--- src/hw/rtl/decimal_seven_segment_writer_top_assert.svh ---
// Assertion macros for the decimal seven-segment writer top level.
`ifndef DECIMAL_SEVEN_SEGMENT_WRITER_TOP_ASSERT_SVH
`define DECIMAL_SEVEN_SEGMENT_WRITER_TOP_ASSERT_SVH

// same-cycle implication, checked out of reset
`define DSSW_ASSERT_NOW(label, ante, cons) \
  label: assert property (@(posedge clk_i) disable iff (!rst_ni) (ante) |-> (cons)) \
    else $error("dssw same-cycle check failed");

// next-cycle implication, checked out of reset
`define DSSW_ASSERT_NEXT(label, ante, cons) \
  label: assert property (@(posedge clk_i) disable iff (!rst_ni) (ante) |=> (cons)) \
    else $error("dssw next-cycle check failed");

`endif

--- src/hw/rtl/dssw_pkg.sv ---
// Package with widths, register addresses and segment table of the seven-segment writer.
package dssw_pkg;

  localparam int unsigned NumberW  = 16;
  localparam int unsigned SatW     = 14;
  localparam int unsigned DigitW   = 4;
  localparam int unsigned RegW     = 3;
  localparam int unsigned SegW     = 8;
  localparam int unsigned NumWr    = 4;
  localparam int unsigned WrIdxW   = 2;
  localparam int unsigned OutDataW = 16;

  localparam logic [SatW-1:0] SatLimit = 14'd9999;

  localparam logic [14:0] Recip1000 = 15'd16778;
  localparam logic [13:0] Recip100  = 14'd10486;
  localparam logic [13:0] Recip10   = 14'd13108;

  localparam logic [RegW-1:0] RegThousands = 3'd3;
  localparam logic [RegW-1:0] RegHundreds  = 3'd2;
  localparam logic [RegW-1:0] RegTens      = 3'd1;
  localparam logic [RegW-1:0] RegOnes      = 3'd4;

  localparam logic [WrIdxW-1:0] LastWr = 2'd3;

  typedef logic [NumWr-1:0][SegW-1:0] seg_set_t;

  function automatic logic [SegW-1:0] seg_of(input logic [DigitW-1:0] digit);
    logic [SegW-1:0] seg;
    case (digit)
      4'd0: seg = 8'h7E;
      4'd1: seg = 8'h30;
      4'd2: seg = 8'h6D;
      4'd3: seg = 8'h79;
      4'd4: seg = 8'h33;
      4'd5: seg = 8'h5B;
      4'd6: seg = 8'h5F;
      4'd7: seg = 8'h70;
      4'd8: seg = 8'h7F;
      4'd9: seg = 8'h7B;
      default: seg = 8'h00;
    endcase
    return seg;
  endfunction

  function automatic logic [RegW-1:0] reg_of(input logic [WrIdxW-1:0] idx);
    logic [RegW-1:0] addr;
    case (idx)
      2'd0: addr = RegThousands;
      2'd1: addr = RegHundreds;
      2'd2: addr = RegTens;
      default: addr = RegOnes;
    endcase
    return addr;
  endfunction

endpackage

--- src/hw/rtl/dssw_convert.sv ---
// Saturation, decimal digit split and segment lookup for one number.
module dssw_convert (
  input  logic [dssw_pkg::NumberW-1:0] number_i,
  output dssw_pkg::seg_set_t           segs_o
);

  logic [dssw_pkg::SatW-1:0]   sat;
  logic [28:0]                 p1000;
  logic [27:0]                 p100;
  logic [27:0]                 p10;
  logic [3:0]                  q1000;
  logic [6:0]                  q100;
  logic [9:0]                  q10;
  logic [6:0]                  r2;
  logic [9:0]                  r1;
  logic [dssw_pkg::SatW-1:0]   r0;

  always_comb begin
    if (number_i > dssw_pkg::NumberW'(dssw_pkg::SatLimit)) begin
      sat = dssw_pkg::SatLimit;
    end else begin
      sat = number_i[dssw_pkg::SatW-1:0];
    end
  end

  assign p1000 = 29'(sat) * 29'(dssw_pkg::Recip1000);
  assign p100  = 28'(sat) * 28'(dssw_pkg::Recip100);
  assign p10   = 28'(sat) * 28'(dssw_pkg::Recip10);

  assign q1000 = p1000[27:24];
  assign q100  = p100[26:20];
  assign q10   = p10[26:17];

  assign r2 = q100 - (7'(q1000) << 3) - (7'(q1000) << 1);
  assign r1 = q10 - (10'(q100) << 3) - (10'(q100) << 1);
  assign r0 = sat - (14'(q10) << 3) - (14'(q10) << 1);

  assign segs_o[0] = dssw_pkg::seg_of(q1000);
  assign segs_o[1] = dssw_pkg::seg_of(r2[dssw_pkg::DigitW-1:0]);
  assign segs_o[2] = dssw_pkg::seg_of(r1[dssw_pkg::DigitW-1:0]);
  assign segs_o[3] = dssw_pkg::seg_of(r0[dssw_pkg::DigitW-1:0]);

endmodule

--- src/hw/rtl/dssw_out_seq.sv ---
// Result register and write sequencer that emits four register writes per number.
module dssw_out_seq (
  input  logic                          clk_i,
  input  logic                          rst_ni,
  input  logic                          load_i,
  input  dssw_pkg::seg_set_t            segs_i,
  output logic                          free_o,
  output logic                          m_axis_tvalid_o,
  input  logic                          m_axis_tready_i,
  // [2:0] digit_register, [10:3] segment_byte, [15:11] zero
  output logic [dssw_pkg::OutDataW-1:0] m_axis_tdata_o,
  // last_write
  output logic                          m_axis_tlast_o
);

  dssw_pkg::seg_set_t              segs_q;
  logic                            vld_q, vld_d;
  logic [dssw_pkg::WrIdxW-1:0]     idx_q, idx_d;
  logic                            xfer;
  logic                            last;

  assign last   = (idx_q == dssw_pkg::LastWr);
  assign xfer   = vld_q && m_axis_tready_i;
  assign free_o = !vld_q || (xfer && last);

  always_comb begin
    vld_d = vld_q;
    idx_d = idx_q;
    if (xfer) begin
      idx_d = idx_q + 2'd1;
      if (last) begin
        vld_d = 1'b0;
      end
    end
    if (load_i) begin
      vld_d = 1'b1;
      idx_d = '0;
    end
  end

  always_ff @(posedge clk_i or negedge rst_ni) begin
    if (!rst_ni) begin
      vld_q <= 1'b0;
      idx_q <= '0;
    end else begin
      vld_q <= vld_d;
      idx_q <= idx_d;
    end
  end

  always_ff @(posedge clk_i) begin
    if (load_i) begin
      segs_q <= segs_i;
    end
  end

  assign m_axis_tvalid_o = vld_q;
  assign m_axis_tlast_o  = last;
  assign m_axis_tdata_o  = {5'b0, segs_q[idx_q], dssw_pkg::reg_of(idx_q)};

endmodule

--- src/hw/rtl/decimal_seven_segment_writer_top.sv ---
// Top level of the four-digit decimal seven-segment register writer.
//
//  channel   dir  payload
//  s_axis    in   tdata[15:0] number
//  m_axis    out  tdata[2:0] digit_register, tdata[10:3] segment_byte, tlast last_write
//
// Each number yields four write transfers, one per cycle on m_axis while tready is high,
// in the order thousands, hundreds, tens, ones; the sustained rate is set by the single
// output channel. The first write becomes valid once the number has passed the input
// register and then been loaded into the result register once that is free. An input
// register and a result register decouple the sides, so s_axis stays ready while the
// input register is free. Reset clears control only.
module decimal_seven_segment_writer_top (
  input  logic                          clk_i,
  input  logic                          rst_ni,
  input  logic                          s_axis_tvalid_i,
  output logic                          s_axis_tready_o,
  // [15:0] number
  input  logic [dssw_pkg::NumberW-1:0]  s_axis_tdata_i,
  output logic                          m_axis_tvalid_o,
  input  logic                          m_axis_tready_i,
  // [2:0] digit_register, [10:3] segment_byte, [15:11] zero
  output logic [dssw_pkg::OutDataW-1:0] m_axis_tdata_o,
  // last_write
  output logic                          m_axis_tlast_o
);

  logic                          in_vld_q, in_vld_d;
  logic [dssw_pkg::NumberW-1:0]  in_num_q;
  logic                          in_xfer;
  logic                          out_xfer;
  logic                          load;
  logic                          res_free;
  dssw_pkg::seg_set_t            segs;

  assign load            = in_vld_q && res_free;
  assign s_axis_tready_o = !in_vld_q || load;
  assign in_xfer         = s_axis_tvalid_i && s_axis_tready_o;
  assign out_xfer        = m_axis_tvalid_o && m_axis_tready_i;

  always_comb begin
    in_vld_d = in_vld_q;
    if (load) begin
      in_vld_d = 1'b0;
    end
    if (in_xfer) begin
      in_vld_d = 1'b1;
    end
  end

  always_ff @(posedge clk_i or negedge rst_ni) begin
    if (!rst_ni) begin
      in_vld_q <= 1'b0;
    end else begin
      in_vld_q <= in_vld_d;
    end
  end

  always_ff @(posedge clk_i) begin
    if (in_xfer) begin
      in_num_q <= s_axis_tdata_i;
    end
  end

  dssw_convert u_convert (
    .number_i (in_num_q),
    .segs_o   (segs)
  );

  dssw_out_seq u_out_seq (
    .clk_i           (clk_i),
    .rst_ni          (rst_ni),
    .load_i          (load),
    .segs_i          (segs),
    .free_o          (res_free),
    .m_axis_tvalid_o (m_axis_tvalid_o),
    .m_axis_tready_i (m_axis_tready_i),
    .m_axis_tdata_o  (m_axis_tdata_o),
    .m_axis_tlast_o  (m_axis_tlast_o)
  );

`include "decimal_seven_segment_writer_top_assert.svh"

  `DSSW_ASSERT_NEXT(a_in_captured, in_xfer, in_vld_q)
  `DSSW_ASSERT_NEXT(a_writes_pending, out_xfer && !m_axis_tlast_o, m_axis_tvalid_o)
  `DSSW_ASSERT_NOW(a_stall_only_full, !s_axis_tready_o, in_vld_q && m_axis_tvalid_o)

endmodule

--- config.mk ---
export PLATFORM = sky130hd
export DESIGN_NAME = decimal_seven_segment_writer_top
export DESIGN_NICKNAME = d
export VERILOG_FILES = /design/src/hw/rtl/dssw_pkg.sv /design/src/hw/rtl/dssw_convert.sv /design/src/hw/rtl/dssw_out_seq.sv /design/src/hw/rtl/decimal_seven_segment_writer_top.sv
export VERILOG_INCLUDE_DIRS = /design/src /design/src/hw/rtl
export SDC_FILE = /design/constraint.sdc
export NUM_CORES = 1
export LEC_CHECK = 0
export BUFFER_PORTS_ARGS = -buffer_cell sky130_fd_sc_hd__buf_2
export CORE_MARGIN = 2
export CORE_UTILIZATION = 25
export CTS_BUF_LIST = sky130_fd_sc_hd__clkbuf_8
export CTS_CLUSTER_DIAMETER = 30
export DETAILED_ROUTE_END_ITERATION = 8
export PLACE_DENSITY = 0.42
export SKIP_LAST_GASP = 1
export SLEW_MARGIN = 20
export SYNTH_ARGS = -nofsm -noshare
export SYNTH_HDL_FRONTEND = slang
export SYNTH_HIERARCHICAL = 1
export SYNTH_SLANG_ARGS = --single-unit
--- constraint.sdc ---
create_clock -name clk_i -period 7.3 [get_ports clk_i]
set_input_delay 1.095 -clock clk_i [delete_from_list [all_inputs] [get_ports clk_i]]
set_output_delay 1.095 -clock clk_i [all_outputs]
set_load 0.03 [all_outputs]
# == After elaboration in Yosys (flattened, before gate mapping) ==
# Memories as Yosys holds them, arrays and structs flattened. A register that Yosys moved wholly into a read port is not among the register bits.
# Index checks and enable logic that the tools add are counted.
# word_totals
ff_bits,52
romBits,448
inputBits,20
out_inout_bits,19
word_cells,51
n_memories,4
# memory_table
memory,depth,width,rd,rd_ports_with_merged_regs,write_ports,line,source
(no name shown),16,7,1,1,0,dssw_pkg.sv:30,case (digit)
(no name shown),16,7,1,1,0,dssw_pkg.sv:30,
(no name shown),16,7,1,1,0,dssw_pkg.sv:30,
(no name shown),16,7,1,1,0,dssw_pkg.sv:30,
# op_classes
n_addsub,7
multipliers,3
order_cmp,2
n_eq_ne,3
n_mux,11
n_reduce_logical,13
# ops
cell,count
$mul A14 B14 Y27 const B,1
$sub A4 B4 Y4,6
$mul A14 B13 Y23 const B,1
$mul A14 B12 Y19 const B,1
$bmux W8 S2,1
$gt A16 B14 Y1 const B,1
$mux W14,1
$pmux W3 S3,1
$mux W8,1
$reduce_bool A2 Y1,3
$mux W1,5
$eq A2 B2 Y1 const B,2
$logic_and A1 B1 Y1,4
$mux W2,2
$lt A2 B3 Y1 const B,1
$add A2 B1 Y2 const B,1
$eq A2 B1 Y1 const B,1
$logic_not A1 Y1,2
$logic_not A2 Y1,1
$logic_or A1 B1 Y1,2
$reduce_and A2 Y1,1

# == Logic depth before layout (Yosys ltp) ==
# depth
word_depth,7
mapped_depth,33
depth_no_buf,31

# == Hierarchy ==
# The synthesis kept the hierarchy.
# modules_own_cells
mod,instances,cells_per_inst,area_per_inst_um2,seq_area_each_um2
dssw_convert,1,1013,8732.1,0.0
dssw_out_seq,1,71,1420.1,1036.0
decimal_seven_segment_writer_top,1,21,540.5,505.5

# == Least setup slack after synthesis ==
# Ideal clock, no wire load.
# synth_path
kind,register to register
from,reg in_num_q[6] (netlist bit)
to,reg u_out_seq/segs_q[8] (netlist bit) (data pin)
setup_ps,270
arrival_time_ps,7551
t_required_ps,7030
path_slack_ps,-521
path_stages_with_launch,33
path_buffers,3
period_less_slack_ps,7821
cell_sequence,edfxtp_1 -> buf_2 -> nor4_4 -> nor2_1 -> nor2_1 -> clkbuf_1 -> clkbuf_1 -> and2_1 -> ha_1 -> ha_1 -> inv_1 -> fa_1 -> inv_1 -> fa_1 -> inv_1 -> fa_1 -> inv_1 -> ha_1 -> a21oi_1 -> a21boi_0 -> o21ai_1 -> a21oi_1 -> nor3b_1 -> ha_1 -> xor2_1 -> xnor2_1 -> xnor2_1 -> and3_1 -> a2111oi_0 -> nand3_1 -> xnor2_4 -> mux2i_1 -> nor3_1
# synth_between
elab_chain_cells,5
elab_cells_between_ends,6
classes_between,add/sub: 2; mul: 2; order compare: 1; mux: 1
# synth_lines
item,line,source
from (decl),decimal_seven_segment_writer_top.sv:29,logic [dssw_pkg::NumberW-1:0] in_num_q;
from (signal assigned),decimal_seven_segment_writer_top.sv:61,in_num_q <= s_axis_tdata_i;
$gt A16 B14 Y1,dssw_convert.sv:19,if (number_i > dssw_pkg::NumberW'(dssw_pkg::SatLimit)) begin
$mux W14 (*),dssw_convert.sv:19,
$mul A14 B13 Y23 / $mul A14 B14 Y27 (equally long branches),"dssw_convert.sv:27, dssw_convert.sv:26",
$sub A4 B4 Y4,dssw_convert.sv:34,assign r2 = q100 - (7'(q1000) << 3) - (7'(q1000) << 1);
$sub A4 B4 Y4 (*),dssw_convert.sv:34,
to (decl),dssw_out_seq.sv:16,dssw_pkg::seg_set_t segs_q;
# Mark *: on every way between the ends. The rest lies on a longest branch, timed or not.
# A chain may end at the register's enable or synchronous reset.

# == Worst setup path in the final report ==
# layout_path
from,reg in_num_q[6] (netlist bit)
to,reg u_out_seq/segs_q[9] (netlist bit) (data pin)
# The elaborated chain is that of the path after synthesis.

==> flow_summary.toml <==
[yosys]
ys_seq_area_frac = 0.144
netlist_instances = 1105
synth.top_cells.by_count = "262 x inv_1, 219 x ha_1, 114 x fa_1, 51 x nand2_1, 48 x edfxtp_1"
netlist.area_leader.share = 0.256
netlist_top_cells_area = "ha_1 26%, fa_1 21%, edfxtp_1 13%"
ys_types = 87
yosys_register_bits = 52
synthFlopType = "edfxtp_1"
syn_area_um2 = 10700
yosysWarnings = 6
synth_top_area_cell = "ha_1"
synth_most_common_cell = "inv_1"
async_reset_ff_frac = 0.0769
synth_edf_count = 48
avgSynthCellArea_um2 = 9.68

[detailed_routing]
first_iter_violations = 355
totalWireLength_mm = 32.0
num_vias = 8361
vias_per_cell = 4.44
drc = 0
dr.pass1.iters = 4
wire_per_inst_um = 17.0
antenna_left = 0

[clock_network]
root_buffer = "clkbuf_8"
htreeDepth = 2
clockBufferDepth = 2
cts_tree = "yes"
cts.sinks = 52
clock_latency_ps = 310
cts_made_buffers = 5
path_clk_slew_ps = 90

[setup_path]
start_kind = "flop"
r2r_slack_ps = 110
crit_fanout = 8
cp.arrival_ps = 7260
r2r-end = "u_out_seq/segs_q[9]"
rr_startpoint = "in_num_q[6]"
criticalPathCategory = "flop to flop"
critPathSlowestCell = "fa_1"
critPathRequiredTime_ps = 7370
cpMostUsedCell = "buf_4"
end_kind = "flop"
rr_worst_depth = 33
cpPeakStageDelay_ps = 550

[placement]
port-buffer-count = 33
place_hpwl_mm = 27.9
routabilityCongestion = 0.903

[layout]
regArea_um2 = 1540
num-fill-cells = 4383
layout-drive-gt1-share = 0.328
area_delta_synth_final_pct = 33.5
num_antenna_cells = 0
fin_nets = 1697
multiInputGateArea_um2 = 9000

[floorplan]
die_x_um = 211
start_util = 0.254
fp.dieH_um = 211
core_region_area_um2 = 42000
placementRows = 75
ios = 39
die_area_um2 = 44400

[timing]
hold-worst-slack_ps = 554
hold_viol_final = 0
slew_viol_final = 0
post-route-period-util = 0.986
min_period_ps = 7190
tightest_slew_ps = 692
max_freq_ghz = 0.139
rsz0062_at_grt = "yes"
skew_ps = 10.5
finalSetupViolCount = 0
max-slew-margin-rel = 0.538

[global_route]
grt_pass1_vias = 8634
grtUsageTotal = 0.146
grt_first_pass_wirelength_mm = 49.3
grt.overflow.total = 0
antenna_found_initial = 1
grt_start_max_net_pins = 36

[hold_path]
hold_end = "in_vld_q"
whs_path_depth = 2
min_path_type = "flop to flop"
min_from = "in_vld_q"

[run_status]
status = "complete, no violations"

[job]
max_cap_violations = 0
-- cell usage in the layout, fill, tap and decap left out, types with 5 or more instances in the layout --
master and count:
inv_2 24, ha_1 166, inv_1 233, inv_4 7, buf_6 22, o21ai_1 7, a21o_1 20, nor2_4 9
nor2b_1 7, clkbuf_8 5, conb_1 9, ha_4 40, nand4_1 7, nor3_1 9, xnor2_1 28, nand2_1 47
xor2_1 9, fa_1 111, mux2i_1 11, mux4_2 7, and2_1 8, buf_4 192, buf_2 33, nand3_1 17
nor2_1 34, o211ai_1 10, a211oi_2 7, a21oi_1 23, nor2_2 6, ha_2 13, and3_1 11, edfxtp_1 48
o21ai_0 14, o21bai_1 6, or3_1 8
-- kinds of logic (layout without fill, tap and decap cells) --
logic type | after synthesis | count (layout) | share of synthesized area
buffers and inverters | 291 | 523 | 0.107
DFF | 52 | 52 | 0.144
and+or+nand+nor | 207 | 207 | 0.101
other | 2 | 9 | 0.000702
adders and majority gates | 333 | 333 | 0.470
xor gates and xnor gates | 46 | 47 | 0.0422
muxes | 24 | 24 | 0.0330
AOI/OAI and AO/OA | 150 | 150 | 0.102
-- through the flow --
step	area [um^2]	setup TNS [ps]	util	std cells	worst slack, ps
after floorplan	10800	0	-	1112	10.4
after detailed placement	12900	-3020	0.306	1840	-437
after CTS	13500	-8.84	0.320	1867	-8.84
after global placement	12900	-1710	0.306	1840	-271
final	14300	0	0.339	1884	106
after global routing	14300	-1410	0.339	1884	-229
-- routing by layer --
| metal | track usage | vias up | part of all wire |
|---|---|---|---|
| met5 | 0 | - | 0 |
| met4 | 0.0265 | 0 | 0.020 |
| met3 | 0.0113 | 29 | 0.016 |
| met2 | 0.250 | 83 | 0.49 |
| met1 | 0.204 | 4114 | 0.48 |
| li1 | - | 4135 | - |
-- worst max-delay path: cells and delay by family (launching register included) --
family / cells / cell delay [ps]
AND/OR/NAND/NOR: 7 / 1320
multiplexers: 1 / 190
flip-flops: 1 / 440
XOR/XNOR: 4 / 890
AO/OA/AOI/OAI: 6 / 1070
buffers and inverters: 9 / 1230
adder cells (fa/ha/maj): 6 / 1810
-- registers in the layout (all words and copies together), names as in the netlist --
name,flops
u_out_seq/idx_q,2
u_out_seq/m_axis_tvalid_o,1
u_out_seq/segs_q,32
in_num_q,16
in_vld_q,1
-- layout make-up --
| cell class | count | area share |
|---|---|---|
| Multi-Input combinational cell | 770 | 0.631 |
| Timing Repair Buffer | 250 | 0.135 |
| Sequential cell | 52 | 0.108 |
| Inverter | 265 | 0.0716 |
| Tap cell | 539 | 0.0473 |
| Clock buffer | 5 | 0.00482 |
| Clock inverter | 3 | 0.00272 |
-- worst max-delay path by stage --
stage | from | to | slack (ps) | cells past startpoint
after floorplan | in_num_q[12] | u_out_seq/segs_q[8] | 10 | 27
after global placement | in_num_q[13] | u_out_seq/segs_q[14] | -270 | 29
after detailed placement | in_num_q[11] | u_out_seq/segs_q[14] | -440 | 28
after CTS | in_num_q[13] | u_out_seq/segs_q[14] | -9 | 35
after global routing | in_num_q[6] | u_out_seq/segs_q[9] | -230 | 33
final | in_num_q[6] | u_out_seq/segs_q[9] | 110 | 33
-- timing repair --
action	CTS	global route
resized for setup	64	145
setup buffers	17	20
pin swaps	26	127
setup endpoints to repair	13	21
gates cloned	2	0
hold buffers	0	0
Power is not shown: default switching activity piles up to over one toggle a cycle in this logic, so the estimate is an artifact.
